**src/design/dtq_pkg.sv**
```systemverilog
// Shared types and constants of the deadline timer queue.
`default_nettype none
package dtq_pkg;
  localparam int TIMER_SLOTS = 32;
  localparam int SLOT_W      = $clog2(TIMER_SLOTS);
  localparam int CNT_W       = $clog2(TIMER_SLOTS + 1);
  localparam int TIME_W      = 48;
  localparam int TMO_W       = 32;
  localparam int ID_W        = 16;
  localparam int WAIT_W      = 31;
  localparam int OSLOT_W     = 5;
  localparam int TGT_W       = 5;
  localparam int MAX_EVENTS  = 32;
  localparam int EVT_W       = $clog2(MAX_EVENTS + 1);

  typedef enum logic [1:0] {
    CMD_ADD, CMD_DELETE, CMD_EXPIRE, CMD_QUERY
  } cmd_e;

  typedef enum logic [2:0] {
    KIND_ADDED, KIND_EXPIRED, KIND_WAIT, KIND_DONE, KIND_FULL
  } kind_e;

  typedef enum logic [2:0] {
    ST_IDLE, ST_ADD, ST_SCAN, ST_EVAL, ST_DONE
  } state_e;

  typedef struct packed {
    logic              action;
    logic [ID_W-1:0]   owner;
    logic [TIME_W-1:0] deadline;
  } entry_t;
endpackage
`default_nettype wire

```
**src/design/dtq_store.sv**
```systemverilog
// Timer entry memory: one write port, one registered read port.
`default_nettype none
module dtq_store (
  input  wire logic                      clk_i,
  input  wire logic                      we_i,
  input  wire logic [dtq_pkg::SLOT_W-1:0] waddr_i,
  input  wire dtq_pkg::entry_t           wdata_i,
  input  wire logic [dtq_pkg::SLOT_W-1:0] raddr_i,
  output dtq_pkg::entry_t                rdata_o
);
  import dtq_pkg::*;

  entry_t mem_q [TIMER_SLOTS];

  always_ff @(posedge clk_i) begin
    if (we_i) begin
      mem_q[waddr_i] <= wdata_i;
    end
    rdata_o <= mem_q[raddr_i];
  end
endmodule
`default_nettype wire

```
**src/design/deadline_timer_queue.sv**
```systemverilog
// Top level of the deadline timer queue: command sequencer, slot flags and min scan.
// Delete is absorbed in the accept cycle; add goes through ST_ADD. Query and expire
// find the queue front by scanning every slot through the single read port of the
// entry memory and one shared 48-bit compare, then evaluate the front. Every deleted
// or expired front entry costs one more scan. No clearing pass after reset: slot
// flags live in flip-flops.
`default_nettype none
module deadline_timer_queue (
  input  wire logic                        clk_i,
  input  wire logic                        rst_ni,
  input  wire logic                        in_valid_i,
  output logic                             in_stall_o,
  input  wire logic [1:0]                  command_i,
  input  wire logic [dtq_pkg::TIME_W-1:0]  now_ms_i,
  input  wire logic [dtq_pkg::TMO_W-1:0]   timeout_ms_i,
  input  wire logic [dtq_pkg::ID_W-1:0]    request_id_i,
  input  wire logic                        has_action_i,
  input  wire logic [dtq_pkg::TGT_W-1:0]   target_slot_i,
  output logic                             out_valid_o,
  input  wire logic                        out_stall_i,
  output logic [2:0]                       result_kind_o,
  output logic [dtq_pkg::OSLOT_W-1:0]      slot_o,
  output logic [dtq_pkg::ID_W-1:0]         owner_id_o,
  output logic [dtq_pkg::WAIT_W-1:0]       wait_ms_o,
  output logic                             wait_infinite_o,
  output logic                             last_o
);
  import dtq_pkg::*;

  state_e                 state_q, state_d;
  cmd_e                   cmd_q, cmd_d;
  logic [TIME_W-1:0]      now_q, now_d;
  logic [TMO_W-1:0]       tmo_q, tmo_d;
  logic [ID_W-1:0]        rid_q, rid_d;
  logic                   act_q, act_d;
  logic [TIMER_SLOTS-1:0] used_q, used_d, del_q, del_d;
  logic [CNT_W-1:0]       idx_q, idx_d;
  logic                   pv_q, pv_d;
  logic [SLOT_W-1:0]      pidx_q, pidx_d;
  logic                   bv_q, bv_d;
  logic [SLOT_W-1:0]      bidx_q, bidx_d;
  entry_t                 best_q, best_d;
  logic [EVT_W-1:0]       events_q, events_d;

  logic                   ov_q, ov_d;
  kind_e                  okind_q, okind_d;
  logic [OSLOT_W-1:0]     oslot_q, oslot_d;
  logic [ID_W-1:0]        oown_q, oown_d;
  logic [WAIT_W-1:0]      owait_q, owait_d;
  logic                   oinf_q, oinf_d, olast_q, olast_d;

  logic                   out_free, accept;
  logic                   free_found;
  logic [SLOT_W-1:0]      free_idx;
  logic [TIME_W:0]        dl_sum;
  logic [TIME_W-1:0]      dl_sat, diff;
  logic                   due;
  logic [WAIT_W-1:0]      wait_val;
  logic                   we;
  entry_t                 wdata, rdata;

  dtq_store u_store (
    .clk_i   (clk_i),
    .we_i    (we),
    .waddr_i (free_idx),
    .wdata_i (wdata),
    .raddr_i (idx_q[SLOT_W-1:0]),
    .rdata_o (rdata)
  );

  // lowest free slot
  always_comb begin
    free_found = 1'b0;
    free_idx   = '0;
    for (int i = TIMER_SLOTS - 1; i >= 0; i--) begin
      if (!used_q[i]) begin
        free_found = 1'b1;
        free_idx   = SLOT_W'(i);
      end
    end
  end

  assign dl_sum   = (TIME_W+1)'(now_q) + (TIME_W+1)'(tmo_q);
  assign dl_sat   = dl_sum[TIME_W] ? '1 : dl_sum[TIME_W-1:0];
  assign wdata    = '{action: act_q, owner: rid_q, deadline: dl_sat};
  assign due      = best_q.deadline <= now_q;
  assign diff     = best_q.deadline - now_q;
  assign wait_val = due ? '0 : ((|diff[TIME_W-1:WAIT_W]) ? '1 : diff[WAIT_W-1:0]);

  assign out_free   = !ov_q || !out_stall_i;
  assign in_stall_o = state_q != ST_IDLE;
  assign accept     = in_valid_i && !in_stall_o;

  always_comb begin
    state_d  = state_q;
    cmd_d    = cmd_q;
    now_d    = now_q;
    tmo_d    = tmo_q;
    rid_d    = rid_q;
    act_d    = act_q;
    used_d   = used_q;
    del_d    = del_q;
    idx_d    = idx_q;
    pv_d     = 1'b0;
    pidx_d   = pidx_q;
    bv_d     = bv_q;
    bidx_d   = bidx_q;
    best_d   = best_q;
    events_d = events_q;
    we       = 1'b0;
    ov_d     = ov_q && out_stall_i;
    okind_d  = okind_q;
    oslot_d  = oslot_q;
    oown_d   = oown_q;
    owait_d  = owait_q;
    oinf_d   = oinf_q;
    olast_d  = olast_q;

    unique case (state_q)
      ST_IDLE: begin
        if (accept) begin
          cmd_d    = cmd_e'(command_i);
          now_d    = now_ms_i;
          tmo_d    = timeout_ms_i;
          rid_d    = request_id_i;
          act_d    = has_action_i;
          events_d = '0;
          idx_d    = '0;
          bv_d     = 1'b0;
          unique case (cmd_e'(command_i))
            CMD_ADD:    state_d = ST_ADD;
            CMD_DELETE: begin
              if (7'(target_slot_i) < 7'(TIMER_SLOTS)
                  && used_q[SLOT_W'(target_slot_i)]) begin
                del_d[SLOT_W'(target_slot_i)] = 1'b1;
              end
            end
            CMD_EXPIRE, CMD_QUERY: state_d = ST_SCAN;
            default: state_d = ST_IDLE;
          endcase
        end
      end
      ST_ADD: begin
        if (out_free) begin
          ov_d    = 1'b1;
          oslot_d = '0;
          oown_d  = '0;
          owait_d = '0;
          oinf_d  = 1'b0;
          olast_d = 1'b1;
          if (free_found) begin
            we               = 1'b1;
            used_d[free_idx] = 1'b1;
            del_d[free_idx]  = 1'b0;
            okind_d          = KIND_ADDED;
            oslot_d          = OSLOT_W'(free_idx);
          end else begin
            okind_d = KIND_FULL;
          end
          state_d = ST_IDLE;
        end
      end
      ST_SCAN: begin
        // read issued at idx_q, data compared in the next cycle
        if (idx_q < CNT_W'(TIMER_SLOTS)) begin
          pv_d   = 1'b1;
          pidx_d = idx_q[SLOT_W-1:0];
          idx_d  = idx_q + 1'b1;
        end
        if (pv_q && used_q[pidx_q] && (!bv_q || rdata.deadline < best_q.deadline)) begin
          bv_d   = 1'b1;
          bidx_d = pidx_q;
          best_d = rdata;
        end
        if (!pv_q && idx_q == CNT_W'(TIMER_SLOTS)) begin
          state_d = ST_EVAL;
        end
      end
      ST_EVAL: begin
        idx_d = '0;
        bv_d  = 1'b0;
        if (!bv_q) begin
          if (cmd_q == CMD_QUERY) begin
            if (out_free) begin
              ov_d    = 1'b1;
              okind_d = KIND_WAIT;
              oslot_d = '0;
              oown_d  = '0;
              owait_d = '0;
              oinf_d  = 1'b1;
              olast_d = 1'b1;
              state_d = ST_IDLE;
            end
          end else begin
            state_d = ST_DONE;
          end
        end else if (del_q[bidx_q]) begin
          used_d[bidx_q] = 1'b0;
          del_d[bidx_q]  = 1'b0;
          state_d        = ST_SCAN;
        end else if (cmd_q == CMD_QUERY) begin
          if (out_free) begin
            ov_d    = 1'b1;
            okind_d = KIND_WAIT;
            oslot_d = '0;
            oown_d  = '0;
            owait_d = wait_val;
            oinf_d  = 1'b0;
            olast_d = 1'b1;
            state_d = ST_IDLE;
          end else begin
            bv_d = bv_q;
          end
        end else if (!due) begin
          state_d = ST_DONE;
        end else if (best_q.action) begin
          if (out_free) begin
            ov_d           = 1'b1;
            okind_d        = KIND_EXPIRED;
            oslot_d        = OSLOT_W'(bidx_q);
            oown_d         = best_q.owner;
            owait_d        = '0;
            oinf_d         = 1'b0;
            olast_d        = 1'b0;
            used_d[bidx_q] = 1'b0;
            del_d[bidx_q]  = 1'b0;
            events_d       = events_q + 1'b1;
            state_d        = (events_d == EVT_W'(MAX_EVENTS)) ? ST_DONE : ST_SCAN;
          end else begin
            bv_d = bv_q;
          end
        end else begin
          used_d[bidx_q] = 1'b0;
          del_d[bidx_q]  = 1'b0;
          state_d        = ST_SCAN;
        end
      end
      ST_DONE: begin
        if (out_free) begin
          ov_d    = 1'b1;
          okind_d = KIND_DONE;
          oslot_d = '0;
          oown_d  = '0;
          owait_d = '0;
          oinf_d  = 1'b0;
          olast_d = 1'b1;
          state_d = ST_IDLE;
        end
      end
      default: state_d = ST_IDLE;
    endcase
  end

  always_ff @(posedge clk_i or negedge rst_ni) begin
    if (!rst_ni) begin
      state_q  <= ST_IDLE;
      used_q   <= '0;
      del_q    <= '0;
      pv_q     <= 1'b0;
      bv_q     <= 1'b0;
      idx_q    <= '0;
      events_q <= '0;
      ov_q     <= 1'b0;
    end else begin
      state_q  <= state_d;
      used_q   <= used_d;
      del_q    <= del_d;
      pv_q     <= pv_d;
      bv_q     <= bv_d;
      idx_q    <= idx_d;
      events_q <= events_d;
      ov_q     <= ov_d;
    end
  end

  always_ff @(posedge clk_i) begin
    cmd_q   <= cmd_d;
    now_q   <= now_d;
    tmo_q   <= tmo_d;
    rid_q   <= rid_d;
    act_q   <= act_d;
    pidx_q  <= pidx_d;
    bidx_q  <= bidx_d;
    best_q  <= best_d;
    okind_q <= okind_d;
    oslot_q <= oslot_d;
    oown_q  <= oown_d;
    owait_q <= owait_d;
    oinf_q  <= oinf_d;
    olast_q <= olast_d;
  end

  assign out_valid_o     = ov_q;
  assign result_kind_o   = okind_q;
  assign slot_o          = oslot_q;
  assign owner_id_o      = oown_q;
  assign wait_ms_o       = owait_q;
  assign wait_infinite_o = oinf_q;
  assign last_o          = olast_q;
endmodule
`default_nettype wire

```
**config.mk**
```make
export PLATFORM = sky130hd
export DESIGN_NAME = deadline_timer_queue
export DESIGN_NICKNAME = d
export VERILOG_FILES = /design/src/design/dtq_pkg.sv /design/src/design/dtq_store.sv /design/src/design/deadline_timer_queue.sv
export SDC_FILE = /design/constraint.sdc
export NUM_CORES = 2
export LEC_CHECK = 0
export ABC_CLOCK_PERIOD_IN_PS = 11600
export BUFFER_PORTS_ARGS = -buffer_cell sky130_fd_sc_hd__buf_2
export CORE_UTILIZATION = 67
export DETAILED_ROUTE_END_ITERATION = 6
export HOLD_SLACK_MARGIN = 0.12
export PLACE_DENSITY = 0.84
export RECOVER_POWER = 100
export REMOVE_ABC_BUFFERS = 1
export SYNTH_ARGS = -nofsm -noshare
export SYNTH_HDL_FRONTEND = slang
export SYNTH_SLANG_ARGS = --single-unit
```
**constraint.sdc**
```tcl
create_clock -name clk_i -period 11.6 [get_ports clk_i]
set_input_delay 0 -clock clk_i [delete_from_list [all_inputs] [get_ports clk_i]]
set_output_delay 0 -clock clk_i [all_outputs]
set_load 0.01 [all_outputs]
```
# Word-level counts from Yosys, hierarchy flattened
# Memories as Yosys holds them, arrays and structs flattened. A register that Yosys moved wholly into a read port is not among the register bits.
# Cells that the tools add are included.
# totals
ff_bits	313
mem_bits_rw	2080
inputBits	108
output_inout_bits	59
elab_cells	330
n_memories	1
# mem_list
name	depth	word_bits	rd	rd_clocked_by_memory_dff	write_ports	line_no	source
u_store.mem_q	32	65	1	1	1	dtq_store.sv:13	entry_t mem_q [TIMER_SLOTS];
# op_classes
addsub	4
magnitude_cmp	10
n_eq_ne	37
n_mux	206
n_bitwise	7
n_reduce_logical	41
# ops
op	count
32-bit 2-to-1 mux	19
31-bit 2-to-1 mux	10
5-bit 2-to-1 mux	42
16-bit 2-to-1 mux	8
32-bit AND	3
32-bit case mux with 3 select lines	1
1-bit 2-to-1 mux	76
3-bit 2-to-1 mux	22
32-bit inverter	2
32-bit OR	2
32-bit case mux with 2 select lines	1
31-bit case mux with 2 select lines	1
48-bit by 32-bit adder with 49-bit output	1
48-bit less-or-equal comparator	1
48-bit less-than comparator	1
48-bit 2-to-1 mux	1
6-bit 2-to-1 mux	8
48-bit subtractor	1
16-bit case mux with 2 select lines	1
2-bit != test (second input constant)	14
5-bit by 6-bit less-than comparator with 1-bit output (second input constant)	4
4-bit != test (second input constant)	5
6-bit case mux with 3 select lines	1
6-bit AND reduction	3
other kinds (37)	77

# Longest topological paths before layout
# depth
depth_word	41
mapped_depth	15
mapped_depth_nobuf	13

# Hierarchy
# A second synthesis with hierarchy kept.
# unflattened
hier_cells	5167
hier_area_um2	100104.8
# by_module_without_submodules
mod	n_inst	cells_per_inst	area_per_inst_um2	seq_area_each_um2
dtq_store	1	3147	80184.4	63761.2
deadline_timer_queue	1	2020	19920.4	8988.6

# Worst setup path after synthesis
# No wires, ideal clock.
# synth_timing
path_kind	reg-to-reg
start	register best_q[17] (netlist bit)
end	register best_q[0] (netlist bit) (enable)
setup_time_ns	0.587
arrival_ns	6.665
required_time_ns	11.013
slack_ns	4.347
stages_incl_launch_ff	12
path_buffers	0
period_less_slack_ns	7.253
cell_sequence	edfxtp_1 > inv_1 > ha_1 > a21o_1 > a21o_1 > a21o_1 > a21o_1 > a21o_1 > a21o_1 > a21oi_1 > a21oi_1 > nor3_1
# synth_via
elab_chain_cells	4
# synth_lines
element	line_no	source
start, declared	deadline_timer_queue.sv:42	entry_t best_q, best_d;
start signal, assigned	deadline_timer_queue.sv:284	best_q <= best_d;
48-bit less-than comparator	deadline_timer_queue.sv:170	if (pv_q && used_q[pidx_q] && (!bv_q || rdata.deadline < best_q.deadline)) begin
1-bit logical OR	deadline_timer_queue.sv:170	
1-bit logical AND	deadline_timer_queue.sv:170	
2-bit AND reduction (no source line)	--	
# Every way passes these cells.
# A chain may end at the register's enable or synchronous reset.

# Worst setup path in the final report
# layout_timing
start	register used_q[29]
end	memory u_store.mem_q[12][22] (netlist bit) (enable)
# layout_via
elab_chain_cells	35
word_cells_on_any_way	65
cone_classes	mux: 65
# layout_lines
element	line_no	source
start, declared	deadline_timer_queue.sv:36	logic [TIMER_SLOTS-1:0] used_q, used_d, del_q, del_d;
start signal, assigned	deadline_timer_queue.sv:266	used_q <= used_d;
1-bit 2-to-1 mux (30 in series)	deadline_timer_queue.sv:76	if (!used_q[i]) begin
1-bit 2-to-1 mux	deadline_timer_queue.sv:151	if (free_found) begin
1-bit 2-to-1 mux	deadline_timer_queue.sv:144	if (out_free) begin
1-bit 2-to-1 mux	deadline_timer_queue.sv:119	unique case (state_q)
1-bit 2-to-1 mux	dtq_store.sv:16	if (we_i) begin
1-bit 2-to-1 mux (implied by the code)	dtq_store.sv:17	mem_q[waddr_i] <= wdata_i;
end, declared	dtq_store.sv:13	
# Several ways; a longest one is shown, not always the timed one.

==> results.md <==
- The flow ran to the end, but the final reports show violations.
- The final reports fail on DRC, capacitance limit, slew limit.
- The switching part of the total is 30.9%.
- Yosys printed 0 warnings.
- VDD sags by at most 0.000222 V.
- STA classifies the critical path endpoint as a flop.
- The global placement routability congestion is 0.949.
- The number of cells traversed by the worst hold path is 5.
- The proportion of register bits with asynchronous set or reset after synthesis is 3.34%.
- At the end of the flow, the number of nets in the layout was 5,771.
- The worst hold endpoint is idx_q[0]$_DFFE_PN0P_.
- The overall die width is 388 µm.
- For this design the total switching power over the nets is 8200 µW.
- The estimated wirelength of the detail-placed design is 150,000 µm.
- Dividing the final minimum period by the clock period gives 76.9%.
- In this run the critical register-to-register path is captured at u_store.mem_q[12][22]$_DFFE_PP_.
- The total grt overflow is 0.
- Setup repair after global routing left no endpoint under its margin.
- The CTS tree is yes.
- The starting density of the core is 67.5%.
- The number of placement rows is 141.
- The timing-limited maximum frequency is 112 MHz.
- The count of pins on the block boundary is 167.
- Prior to clock tree synthesis, the placed netlist has a worst setup slack of 6.05 ns.
- In the final routed layout, each cell accounts on average for 41.5 µm.
- The startpoint type of the worst setup path is a flop.
- The most common cell after layout, fill and taps aside is sky130_fd_sc_hd__edfxtp_1.
- The H-tree was split into 4 levels.
- The library cells used most frequently in the layout, excluding fill and tap cells, are 2,311 x sky130_fd_sc_hd__edfxtp_1, 676 x sky130_fd_sc_hd__mux4_2, 233 x sky130_fd_sc_hd__clkbuf_1.
- The post-synth design cell area is 99,700 µm².
- The tree is rooted in a sky130_fd_sc_hd__clkbuf_16.
- The first-pass GRT wire length is 439,000 µm.
- The ratio of total power to cell area is 236 nW/µm².
- Dividing the detail-routed via count by the number of cells gives 7.77.
- The all-layer global routing usage is 42.2%.
- Of the total power, registers draw 45.4%.
- The path class of the tightest hold or removal check is input pin to flop.
- The finished layout holds 7,666 standard cells, fillers aside.
- In this run the most critical hold path is launched from in_valid_i.
- The arrival time of the worst setup path is 9.32 ns.
- From bottom edge to top edge, the die measures 388 µm.
- The final wirelength is 318,000 µm.
- The count of state elements after synthesis is 2,458.
- The number of setup violations in the final report is 0.
- Setup slack on the critical path of the routed design comes to 2.68 ns.
- Counting tap cells, the placed design contains a total of 7,018 instances.
- The clock network latency to the later pin of the worst-skew pair is 0.90 ns.
- The final-report hold violation count is 0.
- After detailed routing, the number of remaining DRC violations is 3.
- The number of maximum-capacitance violations is 77.
- The worst setup path is of the flop to flop kind.
- The number of cells on the worst reg-to-reg path is 10.
- Data on the critical path is required at its endpoint by 12.00 ns.
- After synthesis, flip-flops and latches occupy 73.0% of the total area.
- At the pin with the least slew margin, the transition time is 5.02 ns.
- Compared with the post-synthesis result, the final layout area differs by 12.8%.
- Counting every instance in the synthesized netlist gives 5,047.
- Once the clock tree was built, the resizer swapped 0 gates to a different size.
- The worst register-to-register path has a setup slack of 2.68 ns.
- The number of input and output port buffers inserted is 166.
- The total clock buffers created by CTS is 226.
- Entering global routing, the biggest net connects 156 pins.
- The final worst clock skew is 0.0461 ns.
- The average instance in the mapped netlist occupies 19.8 µm².
- The core region is 148,000 µm².
- The maximum number of buffers from clock root to sink is 3.
- The die area is 150,000 µm².
- The startpoint identified for the worst register-to-register timing path is used_q[29]$_DFFE_PN0P_.
- The number of global-route vias before repair came to 59,000.
- The combinational group share of total power is 25.3%.
- The number of antenna violations at the first check in global routing is 10.
- In this run the static leakage power is 0.0363 µW.
- The number of DRC markers after the initial detailed-route iteration is 10,800.
- Of all nets on the critical path, the largest fanout is 39.
- For this design, the sink count on the clock tree is 2,458.
- Headroom to the max-slew limit came out at -235%.
- Among all flip-flop cells after synthesis, the most frequent one is sky130_fd_sc_hd__edfxtp_1.
- The post-layout minimum cycle time is 8.92 ns.
- The clock network burns 29.3% of the power.
- The number of max-slew violations in the final report is 2,598.
- The clock transition at the registers of the reported paths is 0.06 ns.
- The number of flops mapped to enable cells by yosys is 2,311.
- Across all layers, the routed design uses 59,600 vias.
- For this run, the detailed router's first-pass iteration total came to 7.
- In this run, distinct cell masters in the synthesized netlist total 92.
- The internal power summed over all cells is 18,300 µW.
- Of the cells placed in the final design, the portion with a size suffix greater than 1 is 21.3%.
- The remaining number of nets flagged by the antenna check after routing is 0.
[layer usage]
layer / GRT usage (%) / part of all wire (%)
met2: 64.3 / 46
met4: 23.6 / 7.1
met1: 55.4 / 32
met3: 12.4 / 15
met5: 0 / 0.018
[metrics by stage]
step           util, %  power (µW)  area (µm²)  hold WS (ns)  setup TNS (ns)
5_1_grt           76.1       27000      112000         0.248               0
2_1_floorplan        -       17800       98700        -0.296         -717.87
3_5_place_dp      69.9       18200      103000        0.0205               0
6_report          76.1       26500      112000         0.229               0
3_3_place_gp      69.9       18000      103000        0.0193               0
4_1_cts           76.5       26100      113000         0.130               0
[Yosys cell counts (34+ instances only)]
cell,count,share of area (%)
sky130_fd_sc_hd__nand4_1,39,0.24
sky130_fd_sc_hd__dfrtp_1,82,2.1
sky130_fd_sc_hd__o21ai_0,119,0.60
sky130_fd_sc_hd__a21o_1,53,0.40
sky130_fd_sc_hd__nor3_1,45,0.23
sky130_fd_sc_hd__mux2_2,71,0.80
sky130_fd_sc_hd__a21oi_1,224,1.1
sky130_fd_sc_hd__xnor2_1,36,0.32
sky130_fd_sc_hd__a31oi_1,55,0.35
sky130_fd_sc_hd__mux4_2,676,15
sky130_fd_sc_hd__dfxtp_1,65,1.3
sky130_fd_sc_hd__nand3_1,34,0.17
sky130_fd_sc_hd__edfxtp_1,2311,70
sky130_fd_sc_hd__nand2_1,190,0.72
sky130_fd_sc_hd__inv_1,145,0.55
sky130_fd_sc_hd__clkbuf_1,195,0.73
sky130_fd_sc_hd__nor2_1,122,0.46
sky130_fd_sc_hd__ha_1,131,1.6
[state kept, by name, summed over array words and instances (netlist names), 2 cells and up]
signal / cells
best_q: 65
bidx_q: 5
rid_q: 16
pidx_q: 5
owner_id_o: 16
state_q: 3
cmd_q: 2
result_kind_o: 3
del_q: 32
slot_o: 5
now_q: 48
u_store.mem_q: 2080
u_store.rdata_o: 65
idx_q: 6
used_q: 32
events_q: 6
wait_ms_o: 31
tmo_q: 32
[final cells by class]
class                   count  area [µm²]
inverters                 146         548
fillers                  7451       35200
flip-flops and latches   2458       72700
well taps                1930        2410
diodes                      6        15.0
clock inverters           140        1520
repair buffers            499        3480
multi-input cells        2199       25700
clock buffers             288        6050
[worst max-delay path, cell delays in order (launching register included)]
cell and delay [ns]:
sky130_fd_sc_hd__dfrtp_1 0.45, sky130_fd_sc_hd__nand4_1 0.18, sky130_fd_sc_hd__a21oi_1 0.09, sky130_fd_sc_hd__o21ai_0 0.17, sky130_fd_sc_hd__a21oi_1 0.11, sky130_fd_sc_hd__or3_1 0.38, sky130_fd_sc_hd__nor4_1 0.58, sky130_fd_sc_hd__nand2_1 0.51
sky130_fd_sc_hd__nor2_4 0.17, sky130_fd_sc_hd__clkbuf_1 2.71, sky130_fd_sc_hd__clkbuf_1 2.98
[worst max-delay path by stage]
stage                                start                               to  slack, ns  cells past startpoint
global placement        now_q[0]$_DFFE_PP_  u_store.mem_q[16][10]$_DFFE_PP_       6.36                     12
CTS                     now_q[0]$_DFFE_PP_   u_store.mem_q[27][7]$_DFFE_PP_       5.97                     12
global route        used_q[24]$_DFFE_PN0P_  u_store.mem_q[12][20]$_DFFE_PP_       2.75                     10
detailed placement      now_q[0]$_DFFE_PP_   u_store.mem_q[22][7]$_DFFE_PP_       6.05                     12
floorplan             idx_q[0]$_DFFE_PN0P_              pidx_q[0]$_DFFE_PP_     -10.56                      0
finish              used_q[29]$_DFFE_PN0P_  u_store.mem_q[12][22]$_DFFE_PP_       2.68                     10
[power groups by stage]
stage,combinational (µW),sequential (µW),clock (µW)
2_1_floorplan,5490,12300,0
3_3_place_gp,5970,12000,0
3_5_place_dp,6180,12100,0
4_1_cts,6480,11900,7690
5_1_grt,6940,12000,8050
6_report,6690,12000,7760
[timing repair]
item,in CTS,in global routing
hold buffers,214,0
setup buffers,0,0
endpoints found under the hold margin,227,0
[cell families (layout without fill, tap and decap cells)]
family,after synthesis,count (layout),synth area share (%)
muxes,755,755,16.2
xor gates and xnor gates,63,63,0.553
adders and majority gates,133,133,1.68
AOI/OAI and AO/OA,671,671,4.27
buffers and inverters,390,1073,1.53
DFF,2458,2458,73.0
other,0,6,0
and+or+nand+nor,577,577,2.84
(Power assumes the default switching activity.)
